## src/hdl/iprh_pkg.sv

```systemverilog
// shared types, codes and helpers for the ignition power relay hold block
// no dependencies; used by iprh_step and ignition_power_relay_hold
package iprh_pkg;

  localparam int unsigned TimeW = 32;
  localparam int unsigned CfgIdxW = 3;

  // input opcodes
  localparam logic [1:0] OP_TICK       = 2'd0;
  localparam logic [1:0] OP_CRANK      = 2'd1;
  localparam logic [1:0] OP_COMP_PULSE = 2'd2;
  localparam logic [1:0] OP_COMP_LEVEL = 2'd3;

  // sample status codes
  localparam logic [1:0] ST_VALID = 2'd0;
  localparam logic [1:0] ST_NA    = 2'd1;

  // crank validity codes
  localparam logic [1:0] CV_NONE  = 2'd0;
  localparam logic [1:0] CV_UNSYN = 2'd1;

  // config register indexes
  localparam logic [CfgIdxW-1:0] REG_MODE       = 3'd0;
  localparam logic [CfgIdxW-1:0] REG_RELAY_PRES = 3'd1;
  localparam logic [CfgIdxW-1:0] REG_DEB_RISE   = 3'd2;
  localparam logic [CfgIdxW-1:0] REG_DEB_FALL   = 3'd3;
  localparam logic [CfgIdxW-1:0] REG_AFTER_IGN  = 3'd4;
  localparam logic [CfgIdxW-1:0] REG_AFTER_COMP = 3'd5;
  localparam logic [CfgIdxW-1:0] REG_AFTER_CRK  = 3'd6;

  // mode bits
  localparam int unsigned MODE_INVERT = 0;
  localparam int unsigned MODE_COMP   = 1;
  localparam int unsigned MODE_CRANK  = 2;

  typedef struct packed {
    logic [1:0]       opcode;
    logic [TimeW-1:0] now_us;
    logic             ignition_sample;
    logic [1:0]       sample_status;
    logic             relay_write_failed;
    logic [1:0]       crank_validity;
    logic             components_level;
  } in_word_t;

  typedef struct packed {
    logic ignition_active;
    logic relay_on;
    logic relay_write;
    logic ignition_changed;
    logic components_hold;
    logic crank_hold;
    logic input_error;
    logic relay_error;
  } out_word_t;

  typedef struct packed {
    logic [2:0]       mode_bits;
    logic             relay_present;
    logic [TimeW-1:0] debounce_rise_us;
    logic [TimeW-1:0] debounce_fall_us;
    logic [TimeW-1:0] after_ignition_delay_us;
    logic [TimeW-1:0] after_components_delay_us;
    logic [TimeW-1:0] after_crank_delay_us;
  } cfg_t;

  typedef struct packed {
    logic             ign_state;
    logic [TimeW-1:0] debounce_stamp;
    logic [TimeW-1:0] ign_off_stamp;
    logic [TimeW-1:0] comp_stamp;
    logic [TimeW-1:0] crank_stamp;
    logic [2:0]       elapsed;
    logic             comp_level;
    logic             comp_pulse;
    logic             crank_running;
    logic [1:0]       trigger;
    logic             relay_last;
    logic             relay_now;
    logic [1:0]       errors;
  } state_t;

  function automatic logic reached(logic [TimeW-1:0] now, logic [TimeW-1:0] stamp,
                                   logic [TimeW-1:0] delay);
    logic [TimeW-1:0] diff;
    diff = now - stamp;
    return diff >= delay;
  endfunction

endpackage

```

## src/hdl/iprh_step.sv

```systemverilog
// next-state and result logic for one word of the relay hold block
// depends on iprh_pkg
module iprh_step (
  input  iprh_pkg::cfg_t     cfg_i,
  input  iprh_pkg::state_t   state_i,
  input  iprh_pkg::in_word_t word_i,
  output iprh_pkg::state_t   state_o,
  output iprh_pkg::out_word_t result_o
);

  iprh_pkg::state_t nxt;
  logic             seen;
  logic             changed;
  logic             strobe;
  logic             trig_c;
  logic             trig_k;
  logic [iprh_pkg::TimeW-1:0] deb;

  always_comb begin
    nxt     = state_i;
    seen    = state_i.ign_state;
    changed = 1'b0;
    strobe  = 1'b0;
    trig_c  = 1'b0;
    trig_k  = 1'b0;
    deb     = cfg_i.debounce_fall_us;
    unique case (word_i.opcode)
      iprh_pkg::OP_CRANK: begin
        if (word_i.crank_validity == iprh_pkg::CV_NONE) begin
          nxt.crank_running = 1'b0;
        end else if (word_i.crank_validity != iprh_pkg::CV_UNSYN) begin
          nxt.crank_running = 1'b1;
        end
      end
      iprh_pkg::OP_COMP_PULSE: begin
        nxt.comp_pulse = 1'b1;
      end
      iprh_pkg::OP_COMP_LEVEL: begin
        nxt.comp_level = word_i.components_level;
      end
      iprh_pkg::OP_TICK: begin
        if (word_i.sample_status == iprh_pkg::ST_VALID) begin
          seen = word_i.ignition_sample ^ cfg_i.mode_bits[iprh_pkg::MODE_INVERT];
        end else if (word_i.sample_status != iprh_pkg::ST_NA) begin
          nxt.errors[0] = 1'b1;
        end

        // debounce
        deb = seen ? cfg_i.debounce_rise_us : cfg_i.debounce_fall_us;
        if (seen != state_i.ign_state) begin
          if (iprh_pkg::reached(word_i.now_us, state_i.debounce_stamp, deb)) begin
            nxt.ign_state      = seen;
            nxt.debounce_stamp = word_i.now_us;
            changed            = 1'b1;
          end
        end else begin
          nxt.debounce_stamp = word_i.now_us;
        end

        // after-ignition hold
        if (nxt.ign_state) begin
          nxt.ign_off_stamp = word_i.now_us;
          nxt.elapsed[0]    = 1'b0;
        end else if (!state_i.elapsed[0]) begin
          if (iprh_pkg::reached(word_i.now_us, state_i.ign_off_stamp,
                                cfg_i.after_ignition_delay_us)) begin
            nxt.elapsed[0] = 1'b1;
          end
        end

        // component hold
        if (cfg_i.mode_bits[iprh_pkg::MODE_COMP]) begin
          trig_c         = state_i.comp_level | state_i.comp_pulse;
          nxt.comp_pulse = 1'b0;
          if (trig_c) begin
            nxt.comp_stamp = word_i.now_us;
            nxt.elapsed[1] = 1'b0;
          end else if (!state_i.elapsed[1]) begin
            if (iprh_pkg::reached(word_i.now_us, state_i.comp_stamp,
                                  cfg_i.after_components_delay_us)) begin
              nxt.elapsed[1] = 1'b1;
            end
          end
        end else begin
          nxt.comp_stamp = word_i.now_us;
          nxt.elapsed[1] = 1'b1;
        end

        // crank hold
        if (cfg_i.mode_bits[iprh_pkg::MODE_CRANK]) begin
          trig_k = state_i.crank_running;
          if (trig_k) begin
            nxt.crank_stamp = word_i.now_us;
            nxt.elapsed[2]  = 1'b0;
          end else if (!state_i.elapsed[2]) begin
            if (iprh_pkg::reached(word_i.now_us, state_i.crank_stamp,
                                  cfg_i.after_crank_delay_us)) begin
              nxt.elapsed[2] = 1'b1;
            end
          end
        end else begin
          nxt.crank_stamp = word_i.now_us;
          nxt.elapsed[2]  = 1'b1;
        end

        nxt.trigger   = {trig_k, trig_c};
        nxt.relay_now = nxt.ign_state | trig_c | trig_k | (nxt.elapsed != 3'b111);

        // relay write strobe with retry
        if (state_i.relay_last != nxt.relay_now) begin
          if (cfg_i.relay_present) begin
            strobe = 1'b1;
            if (!word_i.relay_write_failed) begin
              nxt.relay_last = nxt.relay_now;
            end else begin
              nxt.errors[1] = 1'b1;
            end
          end else begin
            nxt.relay_last = nxt.relay_now;
          end
        end
      end
      default: ;
    endcase
  end

  assign state_o = nxt;

  assign result_o.ignition_active  = nxt.ign_state;
  assign result_o.relay_on         = nxt.relay_now;
  assign result_o.relay_write      = strobe;
  assign result_o.ignition_changed = changed;
  assign result_o.components_hold  = nxt.trigger[0];
  assign result_o.crank_hold       = nxt.trigger[1];
  assign result_o.input_error      = nxt.errors[0];
  assign result_o.relay_error      = nxt.errors[1];

endmodule

```

## src/hdl/ignition_power_relay_hold.sv

```systemverilog
// top level of the ignition power relay hold block: handshakes, config and state
// depends on iprh_pkg and iprh_step
//
// Each accepted word (tick, crank validity update, component pulse or level)
// yields exactly one result word. A word is taken into an input register, its
// state update and result are computed combinationally and land in the state and
// the output register together, so one word per clock is sustained while the
// output is drained. A result held at the output stalls the word in the input
// register, and input ready drops while that register holds a word that cannot advance.
// Configuration writes take effect at once and should be made while idle.
module ignition_power_relay_hold (
  input  logic                               clk_i,
  input  logic                               rst_ni,
  input  logic                               in_valid_i,
  output logic                               in_ready_o,
  input  iprh_pkg::in_word_t                 in_word_i,
  output logic                               out_valid_o,
  input  logic                               out_ready_i,
  output iprh_pkg::out_word_t                out_word_o,
  input  logic                               cfg_we_i,
  input  logic [iprh_pkg::CfgIdxW-1:0]       cfg_idx_i,
  input  logic [iprh_pkg::TimeW-1:0]         cfg_wdata_i
);

  iprh_pkg::cfg_t      cfg_q;
  iprh_pkg::state_t    state_q;
  iprh_pkg::state_t    state_d;
  iprh_pkg::in_word_t  word_q;
  iprh_pkg::out_word_t res_d;
  iprh_pkg::out_word_t res_q;
  logic                word_valid_q;
  logic                res_valid_q;
  logic                advance;

  assign advance    = word_valid_q && (!res_valid_q || out_ready_i);
  assign in_ready_o = !word_valid_q || advance;

  iprh_step u_step (
    .cfg_i    (cfg_q),
    .state_i  (state_q),
    .word_i   (word_q),
    .state_o  (state_d),
    .result_o (res_d)
  );

  // config registers
  always_ff @(posedge clk_i or negedge rst_ni) begin
    if (!rst_ni) begin
      cfg_q <= '{relay_present: 1'b1, default: '0};
    end else if (cfg_we_i) begin
      unique case (cfg_idx_i)
        iprh_pkg::REG_MODE:       cfg_q.mode_bits                 <= cfg_wdata_i[2:0];
        iprh_pkg::REG_RELAY_PRES: cfg_q.relay_present             <= cfg_wdata_i[0];
        iprh_pkg::REG_DEB_RISE:   cfg_q.debounce_rise_us          <= cfg_wdata_i;
        iprh_pkg::REG_DEB_FALL:   cfg_q.debounce_fall_us          <= cfg_wdata_i;
        iprh_pkg::REG_AFTER_IGN:  cfg_q.after_ignition_delay_us   <= cfg_wdata_i;
        iprh_pkg::REG_AFTER_COMP: cfg_q.after_components_delay_us <= cfg_wdata_i;
        iprh_pkg::REG_AFTER_CRK:  cfg_q.after_crank_delay_us      <= cfg_wdata_i;
        default: ;
      endcase
    end
  end

  // input register
  always_ff @(posedge clk_i or negedge rst_ni) begin
    if (!rst_ni) begin
      word_valid_q <= 1'b0;
    end else if (in_ready_o) begin
      word_valid_q <= in_valid_i;
    end
  end

  always_ff @(posedge clk_i) begin
    if (in_valid_i && in_ready_o) begin
      word_q <= in_word_i;
    end
  end

  // block state and output register
  always_ff @(posedge clk_i or negedge rst_ni) begin
    if (!rst_ni) begin
      state_q     <= '0;
      res_valid_q <= 1'b0;
    end else begin
      if (advance) begin
        state_q     <= state_d;
        res_valid_q <= 1'b1;
      end else if (out_ready_i) begin
        res_valid_q <= 1'b0;
      end
    end
  end

  always_ff @(posedge clk_i) begin
    if (advance) begin
      res_q <= res_d;
    end
  end

  assign out_valid_o = res_valid_q;
  assign out_word_o  = res_q;

endmodule
```

## config.mk

```make
export PLATFORM = sky130hd
export DESIGN_NAME = ignition_power_relay_hold
export DESIGN_NICKNAME = d
export VERILOG_FILES = /design/src/hdl/iprh_pkg.sv /design/src/hdl/iprh_step.sv /design/src/hdl/ignition_power_relay_hold.sv
export SDC_FILE = /design/constraint.sdc
export NUM_CORES = 1
export LEC_CHECK = 0
export ABC_AREA = 1
export BUFFER_PORTS_ARGS = -buffer_cell sky130_fd_sc_hd__buf_2
export CAP_MARGIN = 20
export CORE_ASPECT_RATIO = 1.1
export CORE_MARGIN = 3
export CORE_UTILIZATION = 54
export CTS_BUF_LIST = sky130_fd_sc_hd__clkbuf_16
export DETAILED_ROUTE_END_ITERATION = 10
export PLACE_DENSITY = 0.81
export SYNTH_ARGS = -nofsm -noshare
export SYNTH_HDL_FRONTEND = slang
export SYNTH_HIERARCHICAL = 1
export SYNTH_SLANG_ARGS = --single-unit
```

## constraint.sdc

```tcl
create_clock -name clk_i -period 6.8 [get_ports clk_i]
set_input_delay 0.68 -clock clk_i [delete_from_list [all_inputs] [get_ports clk_i]]
set_output_delay 0.68 -clock clk_i [all_outputs]
set_load 0.02 [all_outputs]
```

==> flow_summary.json, run 1 <==
{
  "cts_repair_resize_count": 0,
  "number_of_warnings_reported_in_the_yosys_synthesis_log": 6,
  "critical_path.slowest_cell": "sky130_fd_sc_hd__nand2_2",
  "netlist.area_leader.share": 0.2981,
  "period_share": 0.7695,
  "antenna-diode-count": 0,
  "first_drt_iteration_drcs": 2320,
  "syn-instance-count": 3499,
  "worst-setup-path-type": "reg2reg",
  "synthDistinctLibCells": 55,
  "synth_top_flop_cell": "sky130_fd_sc_hd__dfrtp_1",
  "tritoncts_clock_tree": "yes",
  "route.detailed.wl_per_inst_um": 18.28,
  "number_of_enable_flip_flop_cells_after_synthesis": 49,
  "numPortBuffers": 90,
  "max_freq_ghz": 0.1911,
  "groute.usage.overall": 0.2995,
  "clock_latency_ns": 0.59,
  "wl_mm": 76.82,
  "final_hold_viol_count": 0,
  "grt_overflow": 0,
  "crit_path_max_incr_delay_ns": 0.47,
  "wire_length_of_the_first_global_routing_pass_mm": 120.5,
  "std_cell_rows": 83,
  "ys_top_cells_by_area": "sky130_fd_sc_hd__dfrtp_1, sky130_fd_sc_hd__nand2_1, sky130_fd_sc_hd__ha_1",
  "critical_path_required_ns": 7.30,
  "syn_nets": 3836,
  "average_footprint_of_a_synthesized_cell_um2": 7.340,
  "fp.coreArea_um2": 46840,
  "cpMostUsedCell": "sky130_fd_sc_hd__nand2_1",
  "max_slew_margin": 0.3075,
  "end_kind": "register",
  "finalWeightedCongestion": 1.035,
  "layout.cells.non_filler": 4203,
  "design.portCount": 91,
  "rsz_0062_raised_after_global_routing": "no",
  "clock_skew_ns": 0.03099,
  "yosysMostFrequentCell": "sky130_fd_sc_hd__nand2_1",
  "fillers": 4215,
  "post-route-drc-count": 0,
  "maxSlewViolCount": 0,
  "netlist_area_um2": 25680,
  "fin_tns_setup_ns": 0,
  "final_nets": 3872,
  "hold_path.class": "in2async",
  "syn2layout_area_growth_pct": 8.881,
  "htree_levels": 2,
  "fp.dieH_um": 234.7,
  "worst_ir_drop_vdd_mv": 0.2854,
  "placed_cells_incl_taps": 4124,
  "route.vias.total": 23538,
  "slack_of_the_worst_reg_to_reg_path_ns": 1.57,
  "reg2regPathDepth": 28,
  "ant_nets": 0,
  "ys_seq_elements": 356,
  "chipWidth_um": 213.9,
  "post_route_cell_area_um2": 27960,
  "cts_buffers": 41,
  "synth.top_cells.by_count": "sky130_fd_sc_hd__nand2_1, sky130_fd_sc_hd__inv_1, sky130_fd_sc_hd__dfrtp_1",
  "setup_viol": 0,
  "worstSetupStartpointType": "register",
  "power.total_mw": 12.81,
  "p_per_area_nw_per_um2": 458.2,
  "cts.sink_count": 356,
  "worstPathArrival_ns": 5.73,
  "clk_pin_slew_ns": 0.06,
  "path_max_fanout": 44,
  "synth_top_area_cell": "sky130_fd_sc_hd__dfrtp_1",
  "synth_async_sr_flop_share": 0.8624,
  "p_leak_nw": 14.50,
  "result_of_the_run": "finished clean",
  "initial_utilization": 0.5484,
  "timing_worst_slew_pin_value_ns": 1.039,
  "holdBufCountCts": 0,
  "clock_tree.root_cell": "sky130_fd_sc_hd__clkbuf_16",
  "yosysSeqAreaShare": 0.3565,
  "first_global_vias": 22104,
  "post_drt_via_cell_ratio": 5.600,
  "postCtsSetupRepairBufs": 0,
  "drive_gt1_frac": 0.07095,
  "die_footprint_um2": 50220,
  "cts_buffer_depth": 3,
  "dpl_cell_area_um2": 26560,
  "grt_start_max_net_pins": 148,
  "dr.pass1.iters": 7,
  "max_cap_violations": 0,
  "finalWorstPathRequiredPeriod_ns": 5.233,
  "dpl.hpwl_mm": 57.32,
  "antenna_found_initial": 1
}
cell families (layout without fill, tap and decap cells):
kind of cell	Yosys count	after routing	synth area share
adders and majority gates	256	256	0.1259
and+or+nand+nor	1689	1689	0.2690
DFF	356	356	0.3565
buffers and inverters	526	593	0.08218
muxes	31	31	0.01208
xor gates and xnor gates	120	120	0.04092
AOI/OAI and AO/OA	521	521	0.1135
registers in the layout, indices dropped and copies added, names as in the netlist:
| signal | count |
|---|---|
| cfg_q | 164 |
| word_q | 41 |
| word_valid_q | 1 |
| out_valid_o | 1 |
| state_q | 141 |
| out_word_o | 8 |
per-layer routing:
metal  vias up  GRT usage  part of all wire
li1      11452          -                 -
met1     10907     0.3848              0.40
met4         0     0.1624             0.062
met3       219    0.03518             0.062
met5         -          0                 0
met2       960     0.4961              0.47
cells in the final DEF (no fill, tap or decap), drive strengths merged, types with 2 or more instances in the layout:
master	Yosys	routed
o31ai	2	2
a21o	12	12
nor2	144	144
nor4	11	11
nor3	29	29
o21a	15	15
bufinv	0	3
clkinvlp	0	3
nand4	23	23
edfxtp	49	49
a21boi	6	6
xnor2	44	44
xor2	76	76
o211ai	6	6
dfrtp	306	306
clkinv	1	18
ha	252	252
nand2	1216	1216
buf	68	114
nor3b	2	2
o221ai	2	2
nand3	261	261
inv	404	414
a211oi	3	3
a31oi	8	8
o21bai	9	9
o2111ai	2	2
o21ai	233	233
fa	4	4
clkbuf	53	41
mux2i	31	31
a21oi	220	220
power by group:
part           switching (mW)  leakage, nW  total [mW]  internal, mW
registers               0.455         4.40        3.19          2.73
logic                    4.83         9.44        7.46          2.63
clock network           0.945        0.664        2.17          1.22
total                    6.23         14.5        12.8          6.59
stage by stage:
stage | setup slack [ns] | utilization | hold slack (ns)
floorplan | 2.949 | - | 0.3844
global placement | 1.938 | 0.5672 | 0.4528
detailed placement | 1.828 | 0.5672 | 0.4574
CTS | 1.763 | 0.5951 | 0.1485
global route | 1.170 | 0.5971 | 0.1576
finish | 1.567 | 0.5971 | 0.1160
final cells by class:
type                       instances  area (um^2)  area share
timing repair buffer             114        720.7     0.02577
clock inverter                    33        281.5     0.01007
multi-input combinational       2617        14460      0.5171
inverter                         405         1520     0.05436
clock buffer                      41         1026     0.03669
tap                              637        797.0     0.02850
sequential                       356         9159      0.3275
worst paths after layout:
kind                                from           to
setup / recovery               word_q[7]  state_q[81]
hold / removal                    rst_ni  out_valid_o
setup reg to reg               word_q[7]  state_q[81]
hold reg to reg               state_q[0]   state_q[0]
max in group asynchronous         rst_ni   cfg_q[134]
min in group clk_i         in_word_i[33]   word_q[33]
worst max-delay path, delay by kind of cell, from the launching register on:
kind	cells	cell delay, ns
compound gates	4	0.78
xor+xnor	1	0.28
flops	1	0.36
simple gates	16	1.99
buf+inv	4	0.68
fa+ha+maj	3	0.97
(Power assumes the default switching activity.)
==> inputs of run 2 (changes only) <==
Clock period 6.8 ns to 5.1 ns, I/O delays scaled along.
==> run 2 against run 1 <==
Net effect: design area rose by 0.19%; via count is 0.62% higher; worst setup slack got worse by 1.1 ns; sequential power up 34%; wire length rose by 0.86%; global-route usage increased by 0.31 points; cell count increased by 0.24%; fmax rose by 12%; critical path depth grew 5; critical path type unchanged.
==> flow_summary.json, run 2 (synthesis results as in run 1) <==
{
  "route.detailed.wl_per_inst_um": 18.39,
  "p_per_area_nw_per_um2": 607.8,
  "mostFrequentLayoutCells": "sky130_fd_sc_hd__nand2_1, sky130_fd_sc_hd__inv_1, sky130_fd_sc_hd__dfrtp_1",
  "worstSetupStartpointType": "register",
  "clock_tree.root_cell": "sky130_fd_sc_hd__clkbuf_16",
  "tritoncts_clock_tree": "yes",
  "largest_registers": "cfg_q: 164 flops, state_q: 141 flops, word_q: 41 flops",
  "timing_worst_slew_pin_value_ns": 1.076,
  "result_of_the_run": "finished clean",
  "post-route-drc-count": 0,
  "chipWidth_um": 213.9,
  "slack_of_the_worst_reg_to_reg_path_ns": 0.43,
  "wl_mm": 77.48,
  "cpMostUsedCell": "sky130_fd_sc_hd__nand2_1",
  "dpl_cell_area_um2": 26700,
  "numPortBuffers": 90,
  "final_nets": 3881,
  "post_route_cell_area_um2": 28020,
  "clock_latency_ns": 0.59,
  "largest_register_ffs": 164,
  "final_hold_viol_count": 0,
  "fin_tns_setup_ns": 0,
  "path_max_fanout": 8,
  "timing.critical_path.from": "word_q[7]",
  "maxSlewViolCount": 0,
  "crit_path_max_incr_delay_ns": 0.39,
  "setup_viol": 0,
  "drive_gt1_frac": 0.07243,
  "cp_num_cells": 33,
  "cts_buffers": 40,
  "antenna_found_initial": 0,
  "path_buf_inv": 3,
  "dp_worst_setup_slack_ns": 0.5535,
  "clock_power_share": 0.165,
  "worst_ir_drop_vdd_mv": 0.3683,
  "finish.utilization": 0.5982,
  "critical_path.slowest_cell": "sky130_fd_sc_hd__fa_1",
  "fp.coreArea_um2": 46840,
  "fillers": 4273,
  "reg2regPathDepth": 33,
  "dpl.hpwl_mm": 57.86,
  "cts.sink_count": 356,
  "seq_power_share": 0.250,
  "p_sw_mw": 8.293,
  "switching_share": 0.4870,
  "initial_utilization": 0.5484,
  "groute.usage.overall": 0.3026,
  "cts_buffer_depth": 3,
  "wire_length_of_the_first_global_routing_pass_mm": 121.5,
  "finalWorstPathRequiredPeriod_ns": 4.674,
  "grt_start_max_net_pins": 144,
  "dr.pass1.iters": 8,
  "post_drt_via_cell_ratio": 5.621,
  "clk_pin_slew_ns": 0.06,
  "crit-reg2reg-capture": "state_q[1]",
  "first_global_vias": 22380,
  "family_of_cells_with_the_greatest_summed_delay_on_the_critical_path": "simple AND/OR/NAND/NOR gates",
  "hold_slack_ns": 0.09593,
  "clock_skew_ns": 0.02302,
  "die_footprint_um2": 50220,
  "most_flop_heavy_register": "cfg_q",
  "cell_internal_pwr_mw": 8.735,
  "layout.cells.most_common": "sky130_fd_sc_hd__nand2_1",
  "worstPathArrival_ns": 5.20,
  "first_drt_iteration_drcs": 2381,
  "rr_startpoint": "word_q[7]",
  "share_comb_of_total_power": 0.585,
  "critical_path_required_ns": 5.62,
  "hold_path_depth": 1,
  "rsz_0062_raised_after_global_routing": "no",
  "syn2layout_area_growth_pct": 9.090,
  "p_leak_nw": 14.56,
  "route.vias.total": 23683,
  "layout_setup_ws_ns": 0.4261,
  "destination_of_the_critical_timing_path": "state_q[1]",
  "period_share": 0.9164,
  "max_slew_margin": 0.2826,
  "max_cap_violations": 0,
  "fp.dieH_um": 234.7,
  "htree_levels": 2,
  "layout.cells.non_filler": 4213,
  "postCtsSetupRepairBufs": 0,
  "worst-setup-path-type": "reg2reg",
  "finalWeightedCongestion": 1.065,
  "power.total_mw": 17.03,
  "placed_cells_incl_taps": 4136,
  "ant_nets": 0,
  "design.portCount": 91,
  "antenna-diode-count": 0,
  "grt_overflow": 0,
  "std_cell_rows": 83,
  "hold_path.class": "in2reg",
  "max_freq_ghz": 0.2140,
  "end_kind": "register"
}
## run 2: routing by layer
metal	vias up	share of wire	GRT usage
met1	11045	0.40	0.3817
met2	967	0.47	0.5047
met5	-	0	0
met3	227	0.066	0.03311
met4	0	0.067	0.1778
li1	11444	-	-
## run 2: power groups by stage
stage / sequential, mW / clock [mW] / combinational (mW)
after floorplan: 4.10 / 0 / 7.02
after global placement: 4.26 / 0 / 9.47
after detailed placement: 4.28 / 0 / 9.68
after CTS: 4.25 / 2.84 / 9.79
after global routing: 4.36 / 2.96 / 11.1
final: 4.26 / 2.81 / 9.96
## run 2: final cells by class
class | instances | area (um^2) | share of cell area
multi-input cells | 2617 | 14470 | 0.5164
flip-flops and latches | 356 | 9159 | 0.3269
inverters | 405 | 1520 | 0.05426
clock buffers | 40 | 1001 | 0.03573
repair buffers | 124 | 820.8 | 0.02929
well taps | 637 | 797.0 | 0.02845
clock inverters | 34 | 251.5 | 0.008976
## run 2: worst min path at each step
| stage | to | slack, ns | start |
|---|---|---|---|
| after global placement | out_valid_o | 0.39 | rst_ni |
| after global routing | word_q[1] | 0.08 | in_word_i[1] |
| after detailed placement | word_valid_q | 0.39 | rst_ni |
| final | word_q[3] | 0.1 | in_word_i[3] |
| after floorplan | cfg_q[0] | 0.21 | rst_ni |
| after CTS | word_q[1] | 0.07 | in_word_i[1] |
## run 2: timing repair
| item | in CTS | in global routing |
|---|---|---|
| gates resized for setup | 0 | 2 |
| setup endpoints to repair | 0 | 3 |
| endpoints found under the hold margin | 30 | 0 |
| hold buffers | 1 | 0 |
